<file path="config.mk">
export PLATFORM = sky130hd
export DESIGN_NAME = joystick_frame_decoder
export DESIGN_NICKNAME = d
export VERILOG_FILES = /design/src/sv/jfd_pkg.sv /design/src/sv/joystick_frame_decoder.sv
export SDC_FILE = /design/constraint.sdc
export NUM_CORES = 1
export LEC_CHECK = 0
export BUFFER_PORTS_ARGS = -buffer_cell sky130_fd_sc_hd__buf_4
export CAP_MARGIN = 0
export CELL_PAD_IN_SITES_DETAIL_PLACEMENT = 0
export CELL_PAD_IN_SITES_GLOBAL_PLACEMENT = 1
export CORE_MARGIN = 2
export CORE_UTILIZATION = 50
export DETAILED_ROUTE_END_ITERATION = 7
export GPL_TIMING_DRIVEN = 0
export PLACE_DENSITY_LB_ADDON = 0.1
export SLEW_MARGIN = 20
export SYNTH_ARGS = -nofsm -noshare
export SYNTH_HDL_FRONTEND = slang
export SYNTH_SLANG_ARGS = --single-unit
</file>
<file path="constraint.sdc">
create_clock -name clk -period 9.9 [get_ports clk]
set_input_delay 0.99 -clock clk [delete_from_list [all_inputs] [get_ports clk]]
set_output_delay 0.99 -clock clk [all_outputs]
set_load 0.03 [all_outputs]
</file>
<file path="src/sv/jfd_pkg.sv">
`timescale 1ns / 1ps
// Shared types, constants and axis arithmetic for the joystick frame decoder.
package jfd_pkg;

  typedef enum logic [1:0] {
    STATUS_OK       = 2'd0,
    STATUS_CHECKSUM = 2'd1,
    STATUS_TYPE     = 2'd2
  } status_t;

  localparam logic [1:0] REG_ADC_OFFSET = 2'd0;
  localparam logic [1:0] REG_INNER_ZONE = 2'd1;
  localparam logic [1:0] REG_OUTER_ZONE = 2'd2;

  localparam logic [9:0] ADC_OFFSET_RESET = 10'd9;
  localparam logic [6:0] INNER_ZONE_RESET = 7'd20;
  localparam logic [6:0] OUTER_ZONE_RESET = 7'd60;

  localparam logic [7:0] START_BYTE = 8'h7E;
  localparam logic [7:0] TYPE_BYTE  = 8'h83;

  localparam logic [4:0] POS_HUNT    = 5'd0;
  localparam logic [4:0] POS_TYPE    = 5'd3;
  localparam logic [4:0] POS_DIGITAL = 5'd12;
  localparam logic [4:0] POS_ANALOG  = 5'd13;
  localparam logic [4:0] POS_CHECK   = 5'd17;

  localparam logic [9:0]  AXIS_MAX   = 10'd1023;
  localparam logic [17:0] AXIS_SCALE = 18'd200;
  localparam logic [10:0] DIV_RANGE  = 11'd1023;
  localparam logic [7:0]  MAP_CENTER = 8'd100;

  localparam int BTN_ONE_BIT   = 5;
  localparam int BTN_TWO_BIT   = 3;
  localparam int BTN_THREE_BIT = 4;
  localparam int BTN_FOUR_BIT  = 2;

  localparam logic signed [2:0] ZONE_MID     = 3'sd0;
  localparam logic signed [2:0] ZONE_NEG_FAR = -3'sd2;
  localparam logic signed [2:0] ZONE_POS_FAR = 3'sd2;

  localparam logic [7:0] CMD_X_MID  = 8'h01;
  localparam logic [7:0] CMD_X_NEG  = 8'h02;
  localparam logic [7:0] CMD_Y_MID  = 8'h04;
  localparam logic [7:0] CMD_Y_NEG  = 8'h08;
  localparam logic [7:0] CMD_BUTTON = 8'h80;

  typedef struct packed {
    status_t     status;
    logic [3:0]  buttons;
    logic [17:0] prod_y;
    logic [17:0] prod_x;
  } stage_t;

  function automatic logic [17:0] axis_product(input logic [7:0] hi, input logic [7:0] lo,
                                               input logic [9:0] offset);
    logic [16:0] diff;
    logic [9:0]  clamped;
    diff = {1'b0, hi, lo} - {7'b0, offset};
    if (diff[16]) begin
      clamped = 10'd0;
    end else if (diff[15:10] != 6'd0) begin
      clamped = AXIS_MAX;
    end else begin
      clamped = diff[9:0];
    end
    return {8'b0, clamped} * AXIS_SCALE;
  endfunction

  function automatic logic signed [2:0] axis_zone(input logic [17:0] prod,
                                                  input logic [6:0] inner,
                                                  input logic [6:0] outer);
    logic [7:0]  q0;
    logic [10:0] rem;
    logic [7:0]  q;
    logic [7:0]  mag;
    logic        neg;
    logic [2:0]  z;
    q0  = prod[17:10];
    rem = {1'b0, prod[9:0]} + {3'b0, q0};
    q   = q0 + {7'b0, (rem >= DIV_RANGE)};
    neg = (q < MAP_CENTER);
    mag = neg ? (MAP_CENTER - q) : (q - MAP_CENTER);
    if (mag <= {1'b0, inner}) begin
      z = 3'd0;
    end else if (mag <= {1'b0, outer}) begin
      z = 3'd1;
    end else begin
      z = 3'd2;
    end
    if (neg) begin
      z = ~z + 3'd1;
    end
    return $signed(z);
  endfunction

endpackage

</file>
<file path="src/sv/joystick_frame_decoder.sv">
`timescale 1ns / 1ps
// Top level of the joystick frame decoder: frame parser, axis math and command update.
// A result leaves stage one on the checksum or type byte and passes stage two to the outputs.
// Throughput: one byte per cycle unless out_ready stalls the three one-transaction stages.
// Stage one parses and scales the axes, stage two divides, zones and updates the command byte.
// Reset clears the parser to hunting, the command byte to zero and the registers to defaults.
// Stored digital and analog bytes are not reset; each frame writes them before use.
module joystick_frame_decoder
  import jfd_pkg::*;
(
  input  logic              clk,
  input  logic              rst,
  input  logic              cfg_write,
  input  logic [1:0]        cfg_index,
  input  logic [9:0]        cfg_data,
  input  logic              in_valid,
  output logic              in_ready,
  input  logic [7:0]        rx_byte,
  output logic              out_valid,
  input  logic              out_ready,
  output logic [1:0]        status,
  output logic [7:0]        command_bits,
  output logic              button_one,
  output logic              button_two,
  output logic              button_three,
  output logic              button_four,
  output logic signed [2:0] x_zone,
  output logic signed [2:0] y_zone
);

  logic [9:0] adc_offset;
  logic [6:0] inner_zone_limit;
  logic [6:0] outer_zone_limit;

  logic       s1_valid;
  logic [7:0] s1_byte;

  logic [4:0] frame_position;
  logic [4:0] frame_position_next;
  logic [7:0] running_sum;
  logic [7:0] running_sum_next;
  logic [7:0] digital_byte;
  logic [7:0] analog_bytes [4];
  logic [4:0] analog_offset;
  logic [1:0] analog_index;

  logic       s1_has_result;
  stage_t     s1_result;
  logic       s1_fire;

  logic       s2_valid;
  stage_t     s2;
  logic       s2_ready;
  logic       s3_load;

  logic [7:0]        command_state;
  logic [7:0]        command_next;
  logic signed [2:0] zone_x;
  logic signed [2:0] zone_y;

  always_ff @(posedge clk) begin
    if (rst) begin
      adc_offset       <= ADC_OFFSET_RESET;
      inner_zone_limit <= INNER_ZONE_RESET;
      outer_zone_limit <= OUTER_ZONE_RESET;
    end else if (cfg_write) begin
      unique case (cfg_index)
        REG_ADC_OFFSET: adc_offset       <= cfg_data;
        REG_INNER_ZONE: inner_zone_limit <= cfg_data[6:0];
        REG_OUTER_ZONE: outer_zone_limit <= cfg_data[6:0];
        default: ;
      endcase
    end
  end

  assign s3_load  = s2_valid && (!out_valid || out_ready);
  assign s2_ready = !s2_valid || s3_load;
  assign s1_fire  = s1_valid && (!s1_has_result || s2_ready);
  assign in_ready = !s1_valid || s1_fire;

  always_ff @(posedge clk) begin
    if (rst) begin
      s1_valid <= 1'b0;
    end else if (in_ready) begin
      s1_valid <= in_valid;
    end
  end

  always_ff @(posedge clk) begin
    if (in_valid && in_ready) begin
      s1_byte <= rx_byte;
    end
  end

  assign analog_offset = frame_position - POS_ANALOG;
  assign analog_index  = analog_offset[1:0];

  always_comb begin
    frame_position_next = frame_position;
    running_sum_next    = running_sum;
    s1_has_result       = 1'b0;
    s1_result.status    = STATUS_OK;
    s1_result.buttons   = {digital_byte[BTN_FOUR_BIT], digital_byte[BTN_THREE_BIT],
                           digital_byte[BTN_TWO_BIT], digital_byte[BTN_ONE_BIT]};
    s1_result.prod_y    = axis_product(analog_bytes[0], analog_bytes[1], adc_offset);
    s1_result.prod_x    = axis_product(analog_bytes[2], analog_bytes[3], adc_offset);
    if (frame_position == POS_HUNT) begin
      if (s1_byte == START_BYTE) begin
        frame_position_next = frame_position + 5'd1;
        running_sum_next    = TYPE_BYTE;
      end
    end else if (frame_position < POS_TYPE) begin
      frame_position_next = frame_position + 5'd1;
    end else if (frame_position == POS_TYPE) begin
      if (s1_byte != TYPE_BYTE) begin
        frame_position_next = POS_HUNT;
        s1_has_result       = 1'b1;
        s1_result.status    = STATUS_TYPE;
      end else begin
        frame_position_next = frame_position + 5'd1;
      end
    end else if (frame_position < POS_CHECK) begin
      running_sum_next    = running_sum + s1_byte;
      frame_position_next = frame_position + 5'd1;
    end else begin
      frame_position_next = POS_HUNT;
      s1_has_result       = 1'b1;
      s1_result.status    = (s1_byte == ~running_sum) ? STATUS_OK : STATUS_CHECKSUM;
    end
  end

  always_ff @(posedge clk) begin
    if (rst) begin
      frame_position <= POS_HUNT;
      running_sum    <= TYPE_BYTE;
    end else if (s1_fire) begin
      frame_position <= frame_position_next;
      running_sum    <= running_sum_next;
    end
  end

  always_ff @(posedge clk) begin
    if (s1_fire && frame_position == POS_DIGITAL) begin
      digital_byte <= s1_byte;
    end
    if (s1_fire && frame_position >= POS_ANALOG && frame_position < POS_CHECK) begin
      analog_bytes[analog_index] <= s1_byte;
    end
  end

  always_ff @(posedge clk) begin
    if (rst) begin
      s2_valid <= 1'b0;
    end else if (s1_fire && s1_has_result) begin
      s2_valid <= 1'b1;
    end else if (s3_load) begin
      s2_valid <= 1'b0;
    end
  end

  always_ff @(posedge clk) begin
    if (s1_fire && s1_has_result) begin
      s2 <= s1_result;
    end
  end

  assign zone_y = axis_zone(s2.prod_y, inner_zone_limit, outer_zone_limit);
  assign zone_x = axis_zone(s2.prod_x, inner_zone_limit, outer_zone_limit);

  always_comb begin
    command_next = command_state;
    if (zone_y == ZONE_MID) begin
      command_next = (command_next | CMD_Y_MID) & ~CMD_Y_NEG;
    end
    if (zone_y == ZONE_NEG_FAR) begin
      command_next = (command_next | CMD_Y_NEG) & ~CMD_Y_MID;
    end
    if (zone_x == ZONE_MID) begin
      command_next = (command_next | CMD_X_MID) & ~CMD_X_NEG;
    end
    if (zone_x == ZONE_NEG_FAR) begin
      command_next = (command_next | CMD_X_NEG) & ~CMD_X_MID;
    end
    if (s2.buttons[0]) begin
      command_next = command_next | CMD_BUTTON;
    end else begin
      command_next = command_next & ~CMD_BUTTON;
    end
    if (zone_x == ZONE_POS_FAR && zone_y == ZONE_POS_FAR) begin
      command_next = command_next & CMD_BUTTON;
    end
  end

  always_ff @(posedge clk) begin
    if (rst) begin
      command_state <= 8'd0;
    end else if (s3_load && s2.status == STATUS_OK) begin
      command_state <= command_next;
    end
  end

  always_ff @(posedge clk) begin
    if (rst) begin
      out_valid <= 1'b0;
    end else if (s3_load) begin
      out_valid <= 1'b1;
    end else if (out_ready) begin
      out_valid <= 1'b0;
    end
  end

  always_ff @(posedge clk) begin
    if (s3_load) begin
      status <= s2.status;
      if (s2.status == STATUS_OK) begin
        command_bits <= command_next;
        button_one   <= s2.buttons[0];
        button_two   <= s2.buttons[1];
        button_three <= s2.buttons[2];
        button_four  <= s2.buttons[3];
        x_zone       <= zone_x;
        y_zone       <= zone_y;
      end else begin
        command_bits <= command_state;
        button_one   <= 1'b0;
        button_two   <= 1'b0;
        button_three <= 1'b0;
        button_four  <= 1'b0;
        x_zone       <= ZONE_MID;
        y_zone       <= ZONE_MID;
      end
    end
  end

  // The parser position never runs past the checksum byte.
  assert property (@(posedge clk) disable iff (rst) frame_position <= POS_CHECK)
    else $error("frame position out of range");

  // A held result always reports the command byte that is currently in force.
  assert property (@(posedge clk) disable iff (rst) out_valid |-> command_bits == command_state)
    else $error("command output differs from command state");

  // The command byte only moves when an accepted frame leaves the pipeline.
  assert property (@(posedge clk) disable iff (rst)
                   !(s3_load && s2.status == STATUS_OK) |=> $stable(command_state))
    else $error("command state changed without an accepted frame");

  // Rejected frames carry no button or zone information.
  assert property (@(posedge clk) disable iff (rst)
                   (out_valid && status != STATUS_OK) |->
                   (!button_one && !button_two && !button_three && !button_four &&
                    x_zone == ZONE_MID && y_zone == ZONE_MID))
    else $error("rejected frame carries decoded fields");

endmodule

</file>
## Word-level counts from Yosys, hierarchy flattened

Memories as Yosys holds them, arrays and structs flattened.
Index checks and enable logic that the tools add are counted.

| word-level totals | value |
|---|---|
| bits in registers | 118 |
| bits in latches | 0 |
| bits in writable memories | 32 |
| memory bits (read-only) | 0 |
| input bits | 25 |
| output and inout bits | 22 |
| logic and storage cells | 147 |
| memories kept | 1 |

Memory list:

| name | words | width | rd ports | clocked after Yosys merged registers in | wr ports | RTL line | text |
|---|---|---|---|---|---|---|---|
| analog_bytes | 4 | 8 | 4 | 0 | 1 | joystick_frame_decoder.sv:43 | `logic [7:0] analog_bytes [4];` |

| cells by class | value |
|---|---|
| add/subtract/negate cells | 15 |
| multiply operators | 2 |
| divide/modulo/power cells | 0 |
| $lt $le $gt $ge | 11 |
| equal/unequal tests | 14 |
| shift-type cells | 0 |
| muxes and demuxes | 45 |
| bitwise gates (word level) | 3 |
| reduce and logical (&&, ||, !) cells | 33 |

Operators by type and width:

| kind | number |
|---|---|
| 8-bit two-way mux | 9 |
| 10-bit two-way mux | 4 |
| 16-bit by 10-bit subtractor with 17-bit output | 2 |
| 8-bit by 7-bit <= comparator with 1-bit output | 4 |
| 10-bit by 5-bit multiplier with 15-bit output (second input constant) | 2 |
| 5-bit two-way mux | 6 |
| 10-bit by 8-bit adder with 11-bit output | 2 |
| 11-bit by 10-bit greater-or-equal comparator with 1-bit output (second input constant) | 2 |
| 8-bit by 1-bit adder with 8-bit output | 2 |
| 8-bit by 7-bit < comparator with 1-bit output (second input constant) | 2 |
| 2-bit two-way mux | 8 |
| 7-bit by 8-bit subtractor with 8-bit output (first input constant) | 2 |
| 8-bit by 7-bit subtractor with 8-bit output (second input constant) | 2 |
| 1-bit two-way mux | 13 |
| 6-bit nonzero test | 2 |
| 1-bit logical AND | 9 |
| 8-bit adder | 1 |
| 8-bit by 7-bit equality test with 1-bit output (second input constant) | 1 |
| 8-bit equality test | 1 |
| 4-bit two-way mux | 2 |
| 8-bit inequality test (second input constant) | 1 |
| 8-bit inverter | 1 |
| 2-bit AND reduction | 4 |
| 7-bit two-way mux | 1 |
| 24 further kinds | 40 |

## Longest topological paths before layout

| depth | value |
|---|---|
| depth after elaboration | 19 |
| gate-level depth with buffers | 32 |
| depth with buffers taken out | 31 |

## Worst setup path after synthesis

Ideal clock, no wire load.

| timing | value |
|---|---|
| path kind | reg2reg |
| from | register s2[13] (netlist name) |
| to | register command_bits[0] (data pin) |
| library setup time | 0.269 ns |
| arrival time | 6.759 ns |
| required time | 9.631 ns |
| setup slack | 2.873 ns |
| stages on the path, launching flop included | 31 |
| path buffers | 1 |
| clock period less this slack | 7.027 ns |
| path through | edfxtp_1 ha_1 fa_1 o21ai_0 nor4_1 nand3_1 a21boi_0 a41o_1 ha_1 ha_1 xor2_1 inv_1 ha_1 o21a_1 a211oi_2 o21ai_1 a211oi_2 mux2i_1 xnor2_1 ha_1 a21o_1 a21oi_1 a32o_1 o211ai_1 a221o_2 ha_1 a2bb2o_4 or4_4 buf_6 a21oi_1 o22ai_1 |

| on the way | value |
|---|---|
| longest elaborated chain between the ends | 17 |
| elaborated cells on any way between the ends | 23 |
| those cells by class | 5 x add/sub; 4 x order compare; 2 x eq/ne; 9 x mux; 1 x bitwise; 2 x reduce/logical |

RTL lines:

| element | RTL line | text |
|---|---|---|
| start: declaration | joystick_frame_decoder.sv:52 | `stage_t s2;` |
| start signal: assignment | joystick_frame_decoder.sv:163 | `s2 <= s1_result;` |
| 10-bit by 8-bit adder with 11-bit output | jfd_pkg.sv:80 | `rem = {1'b0, prod[9:0]} + {3'b0, q0};` |
| 11-bit by 10-bit greater-or-equal comparator with 1-bit output | jfd_pkg.sv:81 | `q = q0 + {7'b0, (rem >= DIV_RANGE)};` |
| 8-bit by 1-bit adder with 8-bit output (*) | jfd_pkg.sv:81 |  |
| 8-bit by 7-bit subtractor with 8-bit output (tied with other cells) | jfd_pkg.sv:83 | `mag = neg ? (MAP_CENTER - q) : (q - MAP_CENTER);` |
| 8-bit two-way mux | jfd_pkg.sv:83 |  |
| 8-bit by 7-bit <= comparator with 1-bit output | jfd_pkg.sv:86 | `end else if (mag <= {1'b0, outer}) begin` |
| 2-bit two-way mux | jfd_pkg.sv:86 |  |
| 2-bit two-way mux | jfd_pkg.sv:84 | `if (mag <= {1'b0, inner}) begin` |
| 3-bit inverter | jfd_pkg.sv:92 | `z = ~z + 3'd1;` |
| 3-bit by 1-bit adder with 3-bit output | jfd_pkg.sv:92 |  |
| 3-bit two-way mux (*) | jfd_pkg.sv:91 | `if (neg) begin` |
| 3-bit zero test | joystick_frame_decoder.sv:178 | `if (zone_x == ZONE_MID) begin` |
| 2-bit two-way mux | joystick_frame_decoder.sv:178 |  |
| 2-bit two-way mux | joystick_frame_decoder.sv:181 | `if (zone_x == ZONE_NEG_FAR) begin` |
| 8-bit two-way mux | joystick_frame_decoder.sv:184 | `if (s2.buttons[0]) begin` |
| 7-bit two-way mux (*) | joystick_frame_decoder.sv:189 | `if (zone_x == ZONE_POS_FAR && zone_y == ZONE_POS_FAR) begin` |
| 8-bit two-way mux (*) | joystick_frame_decoder.sv:215 | `if (s2.status == STATUS_OK) begin` |
| end signal: assignment | joystick_frame_decoder.sv:216 | `command_bits <= command_next;` |
| end signal: assignment | joystick_frame_decoder.sv:224 | `command_bits <= command_state;` |
| end: declaration | joystick_frame_decoder.sv:22 | `output logic [7:0] command_bits,` |

Every way passes the cells marked *; elsewhere a longest branch is shown, timed or not.
A chain may end at the register's enable or synchronous reset.

## Worst setup path in the final report

| timing | value |
|---|---|
| from | register s2[3] (netlist name) |
| to | register command_bits[2] (data pin) |

| on the way | value |
|---|---|
| longest elaborated chain between the ends | 15 |
| elaborated cells on any way between the ends | 18 |
| those cells by class | 5 x add/sub; 4 x order compare; 1 x eq/ne; 6 x mux; 1 x bitwise; 1 x reduce/logical |

RTL lines:

| element | RTL line |
|---|---|
| 10-bit by 8-bit adder with 11-bit output (*) | jfd_pkg.sv:80 |
| 11-bit by 10-bit greater-or-equal comparator with 1-bit output (*) | jfd_pkg.sv:81 |
| 8-bit by 1-bit adder with 8-bit output (*) | jfd_pkg.sv:81 |
| 8-bit by 7-bit subtractor with 8-bit output (tied with other cells) | jfd_pkg.sv:83 |
| 8-bit two-way mux | jfd_pkg.sv:83 |
| 8-bit by 7-bit <= comparator with 1-bit output | jfd_pkg.sv:86 |
| 2-bit two-way mux | jfd_pkg.sv:86 |
| 2-bit two-way mux | jfd_pkg.sv:84 |
| 3-bit inverter | jfd_pkg.sv:92 |
| 3-bit by 1-bit adder with 3-bit output | jfd_pkg.sv:92 |
| 3-bit two-way mux (*) | jfd_pkg.sv:91 |
| 3-bit equality test (*) | joystick_frame_decoder.sv:189 |
| 1-bit logical AND (*) | joystick_frame_decoder.sv:189 |
| 7-bit two-way mux (*) | joystick_frame_decoder.sv:189 |
| 8-bit two-way mux (*) | joystick_frame_decoder.sv:215 |

Marks and branches as above.

==> flow_summary_export.csv <==
group,metric,value,unit
run_status,status,"complete, no violations",
yosys,avgSynthCellArea,9.93,um2
power_and_ir_drop,pwr-share-clk,44.2,%
floorplanning,io_pins,47,
cts,hold_buffers,0,
worst_setup_path,cpMostUsedCell,"ha_1",
floorplanning,start_util,50.6,%
worst_setup_path,crit_arrival,8.21,ns
cells_and_area,diodes,0,
yosys,yosys.cell_types.count,80,
worst_setup_path,cp_num_buf_inv,2,
grt,grt_use_total,21.1,%
detailed_routing,drt-vias-per-instance,5.37,
worst_setup_path,path_class,"reg2reg",
cts,clockBufferDepth,2,
yosys,synth_nets,1258,
timing,finalCriticalPeriod,8.06,ns
worst_setup_path,cp_max_fo,9,
cells_and_area,areaGrowthSynthToFinish,12.1,%
timing,max_freq,0.124,GHz
detailed_routing,drt_first_pass_iters,6,
cells_and_area,stdcell_area,11800,um2
power_and_ir_drop,p_leak,5.08,nW
yosys,synth_top_area_share,28.4,%
yosys,ys_warn_count,0,
yosys,yosys.area.top_type,"edfxtp_1",
worst_setup_path,cp.required,10.05,ns
detailed_routing,drc_errors,0,
worst_setup_path,ff2ff_setup_slack,1.84,ns
power_and_ir_drop,power.switching,0.332,mW
cts,cts-root-buf,"clkbuf_16",
yosys,synth-edff-count,100,
floorplanning,dieArea,22300,um2
timing,max_slew_margin,33.0,%
timing,period_share,81.4,%
timing,worst_clock_skew,0.00745,ns
yosys,synth_common_cells,"ha_1, inv_1, edfxtp_1, a21oi_1, nor2_1",
power_and_ir_drop,irDropWorstVdd,0.000110,V
worst_setup_path,end_kind,"flop",
worst_setup_path,cp_slowest_cell,"a211oi_2",
cells_and_area,drive_gt1_share,9.62,%
yosys,async_reset_ff_share,0,%
detailed_routing,drtIter0Drc,376,
timing,setup_tns,0,ns
placement,numPortBuffers,46,
cts,cts_tree,"yes",
cts,cts_sinks,148,
timing,rsz0062_at_grt,"no",
yosys,yosysMostFrequentCell,"ha_1",
timing,tightest_slew,1.00,ns
timing,finalHoldViolCount,0,
yosys,ys.flop_type,"edfxtp_1",
detailed_routing,ant_nets,0,
detailed_routing,wl_per_cell,15.7,um
yosys,synth.top_cells.by_area,"edfxtp_1, ha_1, dfxtp_1",
floorplanning,die_y,149,um
grt,grt_max_degree,22,
placement,dp_hpwl,17700,um
power_and_ir_drop,power_density,115,nW/um2
cts,htree_levels,4,
placement,placed_cell_area,11300,um2
cts,cts_buffers,17,
detailed_routing,wirelength,22200,um
cells_and_area,final_util,56.7,%
cts,clk_pin_slew,0.07,ns
power_and_ir_drop,p_int,1.03,mW
floorplanning,die_w,149,um
yosys,yosysSeqAreaShare,37.5,%
cells_and_area,nFillCells,1854,
floorplanning,core,20900,um2
worst_setup_path,cpLargestDelayFamily,"compound AO/OA/AOI/OAI gates",
timing,whs,0.422,ns
detailed_routing,vias,7612,
grt,grt_pass1_vias,7369,
worst_setup_path,slowest_delay,0.57,ns
yosys,netlist_instances,1064,
grt,overflow,0,
worst_hold_path,hold_class,"reg2reg",
placement,globalplace.congestion,0.824,
cts,post_cts_resized,0,
timing,setup_viol,0,
floorplanning,row_count,53,
cts,postCtsSetupBuffers,0,
cts,clk_latency,0.42,ns
power_and_ir_drop,total_power,1.36,mW
worst_setup_path,cp-start-kind,"flop",
grt,grt_pass1_wl,36400,um
cells_and_area,nNetsFinal,1324,
yosys,syn_area,10600,um2
power_and_ir_drop,share_seq_of_total_power,49.4,%
power_and_ir_drop,p_comb_share,6.4,%
run,cap_violations,0,
power_and_ir_drop,switching_share,24.3,%
grt,antenna_found_initial,0,
timing,report.final.slew_viol_count,0,
yosys,ys_ff_latch,148,
==> path summary, 6_finish.rpt <==
| check | from | end | depth (start not counted) |
|---|---|---|---|
| worst max-delay path | s2[3]$_DFFE_PP_ | command_bits[2]$_DFFE_PP_ | 30 |
| worst min-delay path | digital_byte[3]$_DFFE_PP_ | s2[37]$_DFFE_PP_ | 0 |
| worst max register to register | s2[3]$_DFFE_PP_ | command_bits[2]$_DFFE_PP_ | 30 |
| worst min register to register | digital_byte[3]$_DFFE_PP_ | s2[37]$_DFFE_PP_ | 0 |
==> cell families (layout without fill, tap and decap cells) <==
group	count (synthesis)	after routing	synth area share, %
AND/OR/NAND/NOR	294	294	14.4
AO/OA/AOI/OAI	240	240	14.9
adder cells (fa/ha/maj)	169	169	21.1
flip-flops	148	148	37.5
buffers and inverters	129	208	4.83
XOR/XNOR	65	65	5.39
multiplexers	19	19	1.86
==> power groups by stage <==
stage | clock, mW | combinational (mW) | sequential, mW
6_report | 0.603 | 0.0879 | 0.674
5_1_grt | 0.640 | 0.0999 | 0.674
4_1_cts | 0.615 | 0.0887 | 0.674
3_5_place_dp | 0 | 0.0877 | 0.687
3_3_place_gp | 0 | 0.0874 | 0.687
2_1_floorplan | 0 | 0.0622 | 0.682
==> worst reg2reg max path: cells and delay by family (launching register included) <==
family / cells / cell delay (ns)
muxes: 1 / 0.28
DFF: 1 / 0.39
AOI/OAI and AO/OA: 14 / 2.83
adders and majority gates: 7 / 2.09
xor gates and xnor gates: 2 / 0.70
and+or+nand+nor: 4 / 1.14
buffers and inverters: 2 / 0.36
==> sequential cells by signal, summed over array words and instances (netlist names), 2 cells and up <==
signal            flops
s2                   36
analog_bytes         32
adc_offset           10
command_bits          8
command_state         8
running_sum           8
s1_byte               8
inner_zone_limit      7
outer_zone_limit      7
frame_position        5
digital_byte          4
x_zone                3
y_zone                3
status                2
==> per-layer routing <==
metal	wire length, um	share of wire (%)	vias up	GRT usage, %
li1	-	-	3973	-
met1	10800	49	3492	28.3
met2	10400	47	119	34.8
met3	648	2.9	28	3.61
met4	431	1.9	0	6.52
met5	0	0	-	0
==> metrics by stage <==
stage | instances | worst slack, ns
final | 1418 | 1.84
after global routing | 1418 | 1.18
after CTS | 1418 | 1.73
after detailed placement | 1386 | 1.75
after global placement | 1385 | 1.80
after floorplan | 1064 | 2.87
==> cell type report <==
class	count	area, um2	share of cell area [%]
plain buffers	27	128	1.08
clock buffers	18	429	3.62
clock inverters	14	124	1.05
inverters	102	383	3.23
multi-input cells	787	6100	51.5
flip-flops and latches	148	3960	33.5
well taps	275	344	2.91
repair buffers	47	373	3.15
==> cell usage in the layout, fill, tap and decap left out, drive strengths merged, types with 25 or more instances in the layout <==
master  Yosys  routed
a21oi      84      84
buf         7      54
clkbuf     20      38
dfxtp      48      48
edfxtp    100     100
ha        154     154
inv       102     108
nand2      52      52
nand3      25      25
nor2       79      79
o21ai      45      45
xnor2      42      42
(Power assumes the default switching activity.)
